File: config.mk
export PLATFORM = sky130hd
export DESIGN_NAME = touch_sample_cluster_filter_top_flat
export DESIGN_NICKNAME = d
export VERILOG_FILES = /design/src/sv/tsf_pkg.sv /design/src/sv/tsf_sample_if.sv /design/src/sv/tsf_coord_if.sv /design/src/sv/tsf_cfg_if.sv /design/src/sv/tsf_store.sv /design/src/sv/tsf_scan.sv /design/src/sv/tsf_calib.sv /design/src/sv/touch_sample_cluster_filter_top.sv /design/src/flat_wrapper.sv
export SDC_FILE = /design/constraint.sdc
export NUM_CORES = 2
export LEC_CHECK = 0
export BUFFER_PORTS_ARGS = -buffer_cell sky130_fd_sc_hd__buf_2
export CAP_MARGIN = 20
export CORE_ASPECT_RATIO = 0.5
export CORE_MARGIN = 4
export CORE_UTILIZATION = 55
export CTS_BUF_LIST = sky130_fd_sc_hd__clkbuf_16
export CTS_CLUSTER_SIZE = 28
export DETAILED_ROUTE_END_ITERATION = 16
export MAX_ROUTING_LAYER = met4
export PLACE_DENSITY = 0.77
export SLEW_MARGIN = 10
export SYNTH_ARGS = -nofsm -noshare
export SYNTH_HDL_FRONTEND = slang
export SYNTH_SLANG_ARGS = --single-unit
File: constraint.sdc
create_clock -name clk -period 20.5 [get_ports clk]
set_clock_uncertainty 0.15 [all_clocks]
set_input_delay 5.125 -clock clk [delete_from_list [all_inputs] [get_ports clk]]
set_output_delay 5.125 -clock clk [all_outputs]
set_load 0.01 [all_outputs]
File: src/sv/tsf_pkg.sv
`timescale 1ns / 1ps

package tsf_pkg;

	localparam int SAMPLES_PER_BURST = 10;
	localparam int SAMPLE_BITS       = 12;
	localparam int GAIN_FRAC_BITS    = 14;
	localparam int LIMIT_BITS        = 12;
	localparam int CAL_BITS          = 16;
	localparam int COORD_BITS        = 16;
	localparam int CFG_IDX_W         = 3;
	localparam int CFG_DATA_W        = 16;

	// store address, scan step (0 = pivot read, 1..N = partner reads), neighbor count
	localparam int ADDR_W = $clog2(SAMPLES_PER_BURST);
	localparam int STEP_W = $clog2(SAMPLES_PER_BURST + 1);
	localparam int CNT_W  = $clog2(SAMPLES_PER_BURST);

	typedef logic [SAMPLE_BITS-1:0]       sample_t;
	typedef logic [LIMIT_BITS-1:0]        limit_t;
	typedef logic signed [CAL_BITS-1:0]   cal_word_t;
	typedef logic [COORD_BITS-1:0]        coord_t;
	typedef logic [ADDR_W-1:0]            addr_t;

	typedef enum logic [CFG_IDX_W-1:0] {
		REG_CLUSTER_RADIUS,
		REG_AGREE_LIMIT,
		REG_X_GAIN,
		REG_X_OFFSET,
		REG_Y_GAIN,
		REG_Y_OFFSET
	} cfg_reg_t;

	typedef struct packed {
		limit_t    cluster_radius;
		limit_t    agree_limit;
		cal_word_t x_gain;
		cal_word_t x_offset;
		cal_word_t y_gain;
		cal_word_t y_offset;
	} cfg_t;

	localparam cfg_t CFG_RESET = '{
		cluster_radius: limit_t'(50),
		agree_limit:    limit_t'(50),
		x_gain:         cal_word_t'(16384),
		x_offset:       cal_word_t'(0),
		y_gain:         cal_word_t'(16384),
		y_offset:       cal_word_t'(0)
	};

	typedef struct packed {
		sample_t x;
		sample_t y;
	} sample_pair_t;

	typedef struct packed {
		sample_pair_t first;
		sample_pair_t second;
	} cal_req_t;

	typedef struct packed {
		coord_t coord_x;
		coord_t coord_y;
		logic   rejected;
	} cal_res_t;

	function automatic sample_t abs_diff(input sample_t a, input sample_t b);
		return (a > b) ? sample_t'(a - b) : sample_t'(b - a);
	endfunction

endpackage

File: src/sv/tsf_sample_if.sv
`timescale 1ns / 1ps

interface tsf_sample_if;
	import tsf_pkg::*;

	logic    valid;
	logic    ready;
	sample_t x_sample;
	sample_t y_sample;

	modport source (output valid, output x_sample, output y_sample, input ready);
	modport sink (input valid, input x_sample, input y_sample, output ready);
endinterface

File: src/sv/tsf_coord_if.sv
`timescale 1ns / 1ps

interface tsf_coord_if;
	import tsf_pkg::*;

	logic   valid;
	logic   ready;
	coord_t coord_x;
	coord_t coord_y;
	logic   rejected;

	modport source (output valid, output coord_x, output coord_y, output rejected,
		input ready);
	modport sink (input valid, input coord_x, input coord_y, input rejected,
		output ready);
endinterface

File: src/sv/tsf_cfg_if.sv
`timescale 1ns / 1ps

interface tsf_cfg_if;
	import tsf_pkg::*;

	logic                  valid;
	logic                  ready;
	logic [CFG_IDX_W-1:0]  index;
	logic [CFG_DATA_W-1:0] data;

	modport source (output valid, output index, output data, input ready);
	modport sink (input valid, input index, input data, output ready);
endinterface

File: src/sv/tsf_store.sv
`timescale 1ns / 1ps

module tsf_store (
	input  logic                 clk,
	input  logic                 we,
	input  tsf_pkg::addr_t       waddr,
	input  tsf_pkg::sample_pair_t wdata,
	input  tsf_pkg::addr_t       raddr,
	output tsf_pkg::sample_pair_t rdata
);
	import tsf_pkg::*;

	sample_pair_t mem_q [SAMPLES_PER_BURST];
	sample_pair_t rdata_q;

	always_ff @(posedge clk) begin
		if (we) begin
			mem_q[waddr] <= wdata;
		end
		rdata_q <= mem_q[raddr];
	end

	assign rdata = rdata_q;

endmodule

File: src/sv/tsf_scan.sv
`timescale 1ns / 1ps

module tsf_scan (
	input  logic                  clk,
	input  logic                  arst_n,
	input  logic                  start,
	input  tsf_pkg::limit_t       radius,
	output tsf_pkg::addr_t        rd_addr,
	input  tsf_pkg::sample_pair_t rd_data,
	output logic                  done,
	output tsf_pkg::sample_pair_t pick
);
	import tsf_pkg::*;

	localparam int LANES = 2;

	typedef enum logic [1:0] {S_IDLE, S_RUN, S_DRAIN} state_t;

	// travels alongside the registered store read
	typedef struct packed {
		logic valid;
		logic pivot;
		logic self_ref;
		logic row_end;
		logic first_row;
		logic scan_end;
	} tag_t;

	state_t              state_q;
	logic [STEP_W-1:0]   step_q;
	addr_t               row_q;
	tag_t                tag_s1;
	tag_t                issue;
	logic                done_q;
	addr_t               partner;

	sample_t             lane_data [LANES];
	sample_t             pivot_q   [LANES];
	sample_t             pick_q    [LANES];
	logic [CNT_W-1:0]    cnt_q     [LANES];
	logic [CNT_W-1:0]    best_q    [LANES];
	logic [CNT_W-1:0]    cnt_nxt   [LANES];
	logic                hit       [LANES];

	assign partner = addr_t'(step_q - 1'b1);
	assign rd_addr = (step_q == '0) ? row_q : partner;

	always_comb begin
		issue.valid     = (state_q == S_RUN);
		issue.pivot     = (step_q == '0);
		issue.self_ref  = (step_q != '0) && (partner == row_q);
		issue.row_end   = (step_q == STEP_W'(SAMPLES_PER_BURST));
		issue.first_row = (row_q == '0);
		issue.scan_end  = issue.row_end && (row_q == addr_t'(SAMPLES_PER_BURST - 1));
	end

	always_ff @(posedge clk or negedge arst_n) begin
		if (!arst_n) begin
			state_q <= S_IDLE;
			step_q  <= '0;
			row_q   <= '0;
			tag_s1  <= '0;
			done_q  <= 1'b0;
		end else begin
			tag_s1 <= issue;
			done_q <= tag_s1.valid && tag_s1.scan_end;
			unique case (state_q)
				S_IDLE: begin
					if (start) begin
						step_q  <= '0;
						row_q   <= '0;
						state_q <= S_RUN;
					end
				end
				S_RUN: begin
					if (issue.row_end) begin
						step_q <= '0;
						if (issue.scan_end) begin
							state_q <= S_DRAIN;
						end else begin
							row_q <= row_q + 1'b1;
						end
					end else begin
						step_q <= step_q + 1'b1;
					end
				end
				S_DRAIN: begin
					if (done_q) begin
						state_q <= S_IDLE;
					end
				end
				default: state_q <= S_IDLE;
			endcase
		end
	end

	assign lane_data[0] = rd_data.x;
	assign lane_data[1] = rd_data.y;

	// one distance compare per axis, one partner per cycle
	always_comb begin
		for (int l = 0; l < LANES; l++) begin
			hit[l]     = !tag_s1.self_ref && (abs_diff(lane_data[l], pivot_q[l]) < radius);
			cnt_nxt[l] = cnt_q[l] + CNT_W'(hit[l]);
		end
	end

	always_ff @(posedge clk) begin
		for (int l = 0; l < LANES; l++) begin
			if (tag_s1.valid) begin
				if (tag_s1.pivot) begin
					pivot_q[l] <= lane_data[l];
					cnt_q[l]   <= '0;
					if (tag_s1.first_row) begin
						pick_q[l] <= lane_data[l];
						best_q[l] <= '0;
					end
				end else begin
					cnt_q[l] <= cnt_nxt[l];
					// strictly greater: earliest sample wins a tie
					if (tag_s1.row_end && (cnt_nxt[l] > best_q[l])) begin
						best_q[l] <= cnt_nxt[l];
						pick_q[l] <= pivot_q[l];
					end
				end
			end
		end
	end

	assign done   = done_q;
	assign pick.x = pick_q[0];
	assign pick.y = pick_q[1];

endmodule

File: src/sv/tsf_calib.sv
`timescale 1ns / 1ps

module tsf_calib (
	input  logic              clk,
	input  logic              arst_n,
	input  logic              start,
	input  tsf_pkg::cal_req_t req,
	input  tsf_pkg::cfg_t     cfg,
	output logic              done,
	output tsf_pkg::cal_res_t res
);
	import tsf_pkg::*;

	localparam int PROD_W = SAMPLE_BITS + 1 + CAL_BITS;
	localparam int SUM_W  = PROD_W + 1;

	typedef enum logic [1:0] {S_IDLE, S_CHECK, S_MUL, S_ADD} state_t;

	state_t                    state_q;
	logic                      axis_q;
	logic                      done_q;
	cal_res_t                  res_q;
	cal_req_t                  req_q;
	sample_t                   raw_x_q;
	sample_t                   raw_y_q;
	logic signed [PROD_W-1:0]  prod_s1;

	logic signed [SAMPLE_BITS:0] mul_a;
	cal_word_t                   mul_b;
	cal_word_t                   offset;
	logic signed [PROD_W-1:0]    mul_p;
	logic signed [PROD_W-1:0]    floored;
	logic signed [SUM_W-1:0]     sum;
	coord_t                      clamped;
	logic                        reject;

	// one multiplier, X then Y
	assign mul_a   = $signed({1'b0, (axis_q ? raw_y_q : raw_x_q)});
	assign mul_b   = axis_q ? cfg.y_gain : cfg.x_gain;
	assign offset  = axis_q ? cfg.y_offset : cfg.x_offset;
	assign mul_p   = mul_a * mul_b;
	assign floored = prod_s1 >>> GAIN_FRAC_BITS;
	assign sum     = SUM_W'(floored) + SUM_W'(offset);

	always_comb begin
		if (sum[SUM_W-1]) begin
			clamped = '0;
		end else if (|sum[SUM_W-2:COORD_BITS]) begin
			clamped = '1;
		end else begin
			clamped = sum[COORD_BITS-1:0];
		end
	end

	assign reject = (abs_diff(req_q.first.x, req_q.second.x) > cfg.agree_limit)
		|| (abs_diff(req_q.first.y, req_q.second.y) > cfg.agree_limit);

	always_ff @(posedge clk) begin
		if (start) begin
			req_q <= req;
		end
		if (state_q == S_CHECK) begin
			raw_x_q <= sample_t'(req_q.first.x >> 1) + sample_t'(req_q.second.x >> 1);
			raw_y_q <= sample_t'(req_q.first.y >> 1) + sample_t'(req_q.second.y >> 1);
		end
		prod_s1 <= mul_p;
	end

	always_ff @(posedge clk or negedge arst_n) begin
		if (!arst_n) begin
			state_q <= S_IDLE;
			axis_q  <= 1'b0;
			done_q  <= 1'b0;
			res_q   <= '0;
		end else begin
			done_q <= 1'b0;
			unique case (state_q)
				S_IDLE: begin
					if (start) begin
						state_q <= S_CHECK;
					end
				end
				S_CHECK: begin
					axis_q <= 1'b0;
					if (reject) begin
						res_q   <= '{coord_x: '0, coord_y: '0, rejected: 1'b1};
						done_q  <= 1'b1;
						state_q <= S_IDLE;
					end else begin
						res_q.rejected <= 1'b0;
						state_q        <= S_MUL;
					end
				end
				S_MUL: begin
					state_q <= S_ADD;
				end
				S_ADD: begin
					if (axis_q) begin
						res_q.coord_y <= clamped;
						done_q        <= 1'b1;
						state_q       <= S_IDLE;
					end else begin
						res_q.coord_x <= clamped;
						axis_q        <= 1'b1;
						state_q       <= S_MUL;
					end
				end
				default: state_q <= S_IDLE;
			endcase
		end
	end

	assign done = done_q;
	assign res  = res_q;

endmodule

File: src/sv/touch_sample_cluster_filter_top.sv
// Touch sample cluster filter. Raw converter pairs arrive on the samples channel in two
// bursts of SAMPLES_PER_BURST beats. A beat that does not close a burst leaves the block
// ready for the next one. The beat that closes a burst starts a pairwise scan: every
// stored sample is compared with every other one through the store's single read port,
// one pair per axis per cycle, each sample read once as pivot and then all N as partners.
// After the closing beat of a first burst the block stays not ready until the scan is
// done. For each axis the sample with the most neighbors closer than cluster_radius is
// kept; ties go to the earliest, and a burst with no neighbors at all keeps its first
// sample. After the second burst the two picks are checked against agree_limit, then
// each axis is averaged and calibrated as floor(raw * gain / 2^GAIN_FRAC_BITS) + offset,
// clamped to 0..65535, on one shared multiplier, in a multiply step and an add step per
// axis. The closing beat of a second burst leaves the block not ready through the scan,
// the check and the calibration (no calibration on a reject), and for as long as it
// waits for the output register to be taken. One coords beat follows every second burst;
// a disagreeing pair gives rejected = 1 with zero coordinates. The result sits in an
// output register, so the next burst can start while it waits to be taken. cfg writes
// are taken at any time, one per cycle; indexes beyond y_offset are ignored.
`timescale 1ns / 1ps

module touch_sample_cluster_filter_top (
	input  logic         clk,
	input  logic         arst_n,
	tsf_sample_if.sink   samples,
	tsf_coord_if.source  coords,
	tsf_cfg_if.sink      cfg
);
	import tsf_pkg::*;

	typedef enum logic [1:0] {S_IDLE, S_SCAN, S_CAL, S_OUT} state_t;

	state_t       state_q;
	cfg_t         cfg_q;
	addr_t        pos_q;      // write slot within the burst
	logic         burst_q;    // 0: first burst, 1: second burst
	sample_pair_t first_q;    // picks of the first burst
	logic         out_valid_q;
	cal_res_t     out_q;

	logic         accept;
	logic         burst_end;
	logic         scan_done;
	sample_pair_t scan_pick;
	addr_t        rd_addr;
	sample_pair_t rd_data;
	logic         cal_start;
	logic         cal_done;
	cal_req_t     cal_req;
	cal_res_t     cal_res;

	// configuration registers
	assign cfg.ready = 1'b1;

	always_ff @(posedge clk or negedge arst_n) begin
		if (!arst_n) begin
			cfg_q <= CFG_RESET;
		end else if (cfg.valid) begin
			unique case (cfg.index)
				REG_CLUSTER_RADIUS: cfg_q.cluster_radius <= cfg.data[LIMIT_BITS-1:0];
				REG_AGREE_LIMIT:    cfg_q.agree_limit    <= cfg.data[LIMIT_BITS-1:0];
				REG_X_GAIN:         cfg_q.x_gain         <= cal_word_t'(cfg.data);
				REG_X_OFFSET:       cfg_q.x_offset       <= cal_word_t'(cfg.data);
				REG_Y_GAIN:         cfg_q.y_gain         <= cal_word_t'(cfg.data);
				REG_Y_OFFSET:       cfg_q.y_offset       <= cal_word_t'(cfg.data);
				default: ;
			endcase
		end
	end

	// input side
	assign samples.ready = (state_q == S_IDLE);
	assign accept        = samples.valid && samples.ready;
	assign burst_end     = accept && (pos_q == addr_t'(SAMPLES_PER_BURST - 1));

	tsf_store u_store (
		.clk   (clk),
		.we    (accept),
		.waddr (pos_q),
		.wdata ('{x: samples.x_sample, y: samples.y_sample}),
		.raddr (rd_addr),
		.rdata (rd_data)
	);

	tsf_scan u_scan (
		.clk     (clk),
		.arst_n  (arst_n),
		.start   (burst_end),
		.radius  (cfg_q.cluster_radius),
		.rd_addr (rd_addr),
		.rd_data (rd_data),
		.done    (scan_done),
		.pick    (scan_pick)
	);

	assign cal_start = (state_q == S_SCAN) && scan_done && burst_q;
	assign cal_req   = '{first: first_q, second: scan_pick};

	tsf_calib u_calib (
		.clk    (clk),
		.arst_n (arst_n),
		.start  (cal_start),
		.req    (cal_req),
		.cfg    (cfg_q),
		.done   (cal_done),
		.res    (cal_res)
	);

	always_ff @(posedge clk or negedge arst_n) begin
		if (!arst_n) begin
			state_q     <= S_IDLE;
			pos_q       <= '0;
			burst_q     <= 1'b0;
			first_q     <= '0;
			out_valid_q <= 1'b0;
			out_q       <= '0;
		end else begin
			if (coords.ready) begin
				out_valid_q <= 1'b0;
			end
			unique case (state_q)
				S_IDLE: begin
					if (accept) begin
						if (burst_end) begin
							pos_q   <= '0;
							state_q <= S_SCAN;
						end else begin
							pos_q <= pos_q + 1'b1;
						end
					end
				end
				S_SCAN: begin
					if (scan_done) begin
						burst_q <= !burst_q;
						if (burst_q) begin
							state_q <= S_CAL;
						end else begin
							first_q <= scan_pick;
							state_q <= S_IDLE;
						end
					end
				end
				S_CAL: begin
					if (cal_done) begin
						state_q <= S_OUT;
					end
				end
				S_OUT: begin
					// wait for the output register to free up
					if (!out_valid_q || coords.ready) begin
						out_q       <= cal_res;
						out_valid_q <= 1'b1;
						state_q     <= S_IDLE;
					end
				end
				default: state_q <= S_IDLE;
			endcase
		end
	end

	assign coords.valid    = out_valid_q;
	assign coords.coord_x  = out_q.coord_x;
	assign coords.coord_y  = out_q.coord_y;
	assign coords.rejected = out_q.rejected;

endmodule

File: src/flat_wrapper.sv
// flat-port wrapper written by rule: the top's interface ports become plain ports
module touch_sample_cluster_filter_top_flat import tsf_pkg::*;
  (clk, arst_n, samples_valid, samples_x_sample, samples_y_sample, samples_ready, coords_valid, coords_coord_x, coords_coord_y, coords_rejected, coords_ready, cfg_valid, cfg_index, cfg_data, cfg_ready);
  tsf_sample_if samples_i ();
  tsf_coord_if coords_i ();
  tsf_cfg_if cfg_i ();
  input  logic clk;
  input  logic arst_n;
  input wire logic [$bits(samples_i.valid)-1:0] samples_valid;
  input wire logic [$bits(samples_i.x_sample)-1:0] samples_x_sample;
  input wire logic [$bits(samples_i.y_sample)-1:0] samples_y_sample;
  output wire logic [$bits(samples_i.ready)-1:0] samples_ready;
  output wire logic [$bits(coords_i.valid)-1:0] coords_valid;
  output wire logic [$bits(coords_i.coord_x)-1:0] coords_coord_x;
  output wire logic [$bits(coords_i.coord_y)-1:0] coords_coord_y;
  output wire logic [$bits(coords_i.rejected)-1:0] coords_rejected;
  input wire logic [$bits(coords_i.ready)-1:0] coords_ready;
  input wire logic [$bits(cfg_i.valid)-1:0] cfg_valid;
  input wire logic [$bits(cfg_i.index)-1:0] cfg_index;
  input wire logic [$bits(cfg_i.data)-1:0] cfg_data;
  output wire logic [$bits(cfg_i.ready)-1:0] cfg_ready;
  assign samples_i.valid = samples_valid;
  assign samples_i.x_sample = samples_x_sample;
  assign samples_i.y_sample = samples_y_sample;
  assign samples_ready = samples_i.ready;
  assign coords_valid = coords_i.valid;
  assign coords_coord_x = coords_i.coord_x;
  assign coords_coord_y = coords_i.coord_y;
  assign coords_rejected = coords_i.rejected;
  assign coords_i.ready = coords_ready;
  assign cfg_i.valid = cfg_valid;
  assign cfg_i.index = cfg_index;
  assign cfg_i.data = cfg_data;
  assign cfg_ready = cfg_i.ready;
  touch_sample_cluster_filter_top u_core (.clk(clk), .arst_n(arst_n), .samples(samples_i), .coords(coords_i), .cfg(cfg_i));
endmodule
==> flow_summary_export.csv <==
group,metric,value,unit
status,status,"finished clean",
routing,first_iter_violations,1964,
sta,layout_min_cycle_time,7.45,ns
final_layout,multiInputGateArea,17900,um^2
yosys,synthFlopType,"edfxtp_1",
setup_path,worstPathArrival,7.85,ns
worst_hold_path,hold_path_class,"flip-flop to flip-flop",
sta,clock.fmax,134,MHz
final_layout,layout-drive-gt1-share,0.120,
sta,tns,0,ns
sta,setup_viol,0,
global_routing,grtUsageTotal,0.240,
die,num_io_pins,84,
setup_path,r2r_cells,20,
placement,dp_hpwl,58.4,mm
global_routing,antenna_found_initial,5,
die,core_area,65800,um^2
setup_path,cpMaxStageDelayCell,"buf_4",
yosys,synthTopCellsByArea,"edfxtp_1, dfrtp_1, fa_1",
cts,cts_sinks,622,
final_layout,postLayoutCellArea,40100,um^2
routing,post_drt_wl_per_cell,19.0,um
die,rows,66,
power_and_ir_drop,leakage,17.8,nW
cts,hold_buffers,0,
sta,hold_viol_final,0,
global_routing,overflow,0,
yosys,synth_common_cells,"nand2_1, inv_1, edfxtp_1, ha_1, dfrtp_1",
routing,first_pass_iters,5,
yosys,yosysMostFrequentCell,"nand2_1",
yosys,async_flop_share,0.333,
sta,report.final.slew_viol_count,0,
routing,vias,24500,
setup_path,reg2reg_to,"u_core.u_calib.prod_s1[28]",
die,die_w,375,um
cts,cts_made_buffers,54,
setup_path,cpPeakStageDelay,0.67,ns
yosys,synth-seq-area-share,0.466,
sta,worstMarginPinSlew,1.02,ns
yosys,synth-seq-cells,622,
cts,postCtsResizedCells,0,
setup_path,crit-reg2reg-launch,"u_core.u_calib.axis_q",
routing,totalWireLength,82.3,mm
cts,htree_levels,2,
yosys,avgSynthCellArea,11.0,um^2
yosys,synth_cell_types,79,
setup_path,end_kind,"flip-flop",
sta,rsz0062_at_grt,"false",
sta,hold_slack,0.293,ns
routing,viasPerCell,5.65,
die,die-height,192,um
cts,clk_path_buf_depth,3,
placement,postPlaceCellArea,38400,um^2
die,initial_core_util,0.563,
job,cap_viol_max_count,0,
cts,clkLatencyLatePin,0.63,ns
setup_path,crit_path_start_kind,"flip-flop",
placement,io_buffer_count,82,
yosys,yosys_warnings,0,
sta,slew_headroom,0.300,
global_routing,grt_max_degree,77,
final_layout,area_delta_synth_final,8.28,%
worst_hold_path,hold_end,"u_core.u_calib.req_q[25]",
routing,drc,0,
worst_hold_path,min-delay-start,"u_core.cal_req[25]",
final_layout,layout.area.seq,17300,um^2
yosys,yosysTopAreaCell,"edfxtp_1",
setup_path,critPathKind,"flip-flop to flip-flop",
setup_path,critPathRequiredTime,20.90,ns
worst_hold_path,whs_path_depth,0,
placement,place_congestion,0.910,
yosys,netlist_instances,3360,
global_routing,grt_pass1_wl,134,mm
power_and_ir_drop,vdd_drop_max,0.164,mV
sta,period_share,0.363,
global_routing,grt_pass1_vias,25000,
setup_path,path_cells,"buf_4 -> mux2_2 -> nor2b_1 -> fa_1 -> fa_1 -> fa_1 -> inv_1 -> fa_1 -> inv_1 -> fa_1 -> ha_1 -> nand2_1 -> a21oi_1 -> a221oi_1 -> o21ai_0 -> nor3_1 -> a21oi_1 -> a211o_1 -> a21oi_1 -> xnor2_1",
yosys,syn_area,37100,um^2
power_and_ir_drop,pwr_density_cell,127,nW/um^2
routing,antenna_left,0,
yosys,synth_edf_count,376,
cts,clk_pin_slew,0.07,ns
cts,postCtsSetupBuffers,0,
final_layout,utilization,0.610,
yosys,yosysTopAreaCellShare,0.305,
setup_path,cp_common_cell,"fa_1",
setup_path,rrSetupSlack,13.05,ns
cts,cts_root_buf,"clkbuf_16",
setup_path,crit_fanout,65,
final_layout,nNetsFinal,3896,
final_layout,fillCellCount,5186,
cts,cts_tree,"yes",
yosys,synth_nets,3858,
die,dieArea,71900,um^2
-- state kept, by name, summed over array words and instances, names as in the netlist, 24 cells and up, named ones only --
| signal | count |
|---|---|
| u_core.u_scan.pick_q | 24 |
| u_core.u_calib.res | 33 |
| u_core.u_scan.pivot_q | 24 |
| u_core.u_store.mem_q | 240 |
| u_core.u_calib.req_q | 48 |
| u_core.u_store.rdata | 24 |
| u_core.cal_req | 24 |
| u_core.cfg_q | 88 |
-- layout by cell type, fill, tap and decap left out, types with 39 or more instances in the layout --
| cell | count |
|---|---|
| edfxtp_1 | 376 |
| a311oi_1 | 52 |
| xnor2_1 | 78 |
| a21oi_1 | 109 |
| mux2i_1 | 57 |
| buf_2 | 81 |
| dfrtp_1 | 198 |
| ha_1 | 262 |
| nand3_1 | 75 |
| dfxtp_1 | 39 |
| clkbuf_16 | 55 |
| nand2_1 | 489 |
| inv_1 | 404 |
| nor2_1 | 176 |
| fa_1 | 188 |
| o21ai_0 | 132 |
| a21o_1 | 59 |
| mux2_2 | 171 |
-- worst max path at each step --
stage,start,to,slack [ns],cells past startpoint
3_5_place_dp,arst_n,u_core.u_calib.axis_q,12.88,3
3_3_place_gp,arst_n,u_core.u_calib.axis_q,12.96,3
5_1_grt,u_core.u_calib.axis_q,u_core.u_calib.prod_s1[28],12.67,20
4_1_cts,u_core.u_calib.axis_q,u_core.u_calib.prod_s1[28],13.06,20
6_report,u_core.u_calib.axis_q,u_core.u_calib.prod_s1[28],13.05,20
2_1_floorplan,samples_valid,u_core.u_scan.row_q[3],13.06,8
-- metal layers --
metal	track usage	vias up	share of wire
met5	-	-	0
met4	0.0630	0	0.027
met3	0.0323	146	0.058
met2	0.397	678	0.48
met1	0.317	12100	0.44
li1	-	11600	-
-- through the flow --
step           power (W)  std cells  setup WS (ns)
6_report         0.00511       4333          13.05
5_1_grt          0.00554       4332          12.67
4_1_cts          0.00516       4326          13.06
3_5_place_dp     0.00416       4224          12.88
3_3_place_gp     0.00402       4224          12.96
2_1_floorplan    0.00345       3360          13.06
-- worst max-delay path: cells and delay by family, from the launching register on --
family / cells / cell delay [ns]
AO/OA/AOI/OAI: 6 / 1.30
XOR/XNOR: 1 / 0.14
adder cells (fa/ha/maj): 6 / 3.17
buffers and inverters: 3 / 0.78
flip-flops: 1 / 0.37
multiplexers: 1 / 0.57
AND/OR/NAND/NOR: 3 / 0.84
-- area by class of cell --
type	count	area share
tap	884	0.0275
multi-input combinational	2207	0.445
inverter	396	0.0370
timing repair buffer	117	0.0174
clock inverter	47	0.00863
antenna	5	0.000312
sequential	622	0.430
clock buffer	55	0.0343
-- where the power goes --
group / internal [W] / switching, W
logic: 0.00109 / 0.00151
clock network: 0.000521 / 0.000480
registers: 0.00146 / 0.0000507
total: 0.00307 / 0.00204
-- cell families (layout without fill, tap and decap cells) --
group / Yosys count / after routing / synth area share
buffers and inverters: 531 / 615 / 0.0558
multiplexers: 229 / 229 / 0.0676
AND/OR/NAND/NOR: 907 / 907 / 0.106
adder cells (fa/ha/maj): 450 / 450 / 0.190
flip-flops: 622 / 622 / 0.466
other: 1 / 6 / 0.000101
AO/OA/AOI/OAI: 519 / 519 / 0.0907
XOR/XNOR: 101 / 101 / 0.0239
No activity file was read; power rests on OpenSTA's default activity.
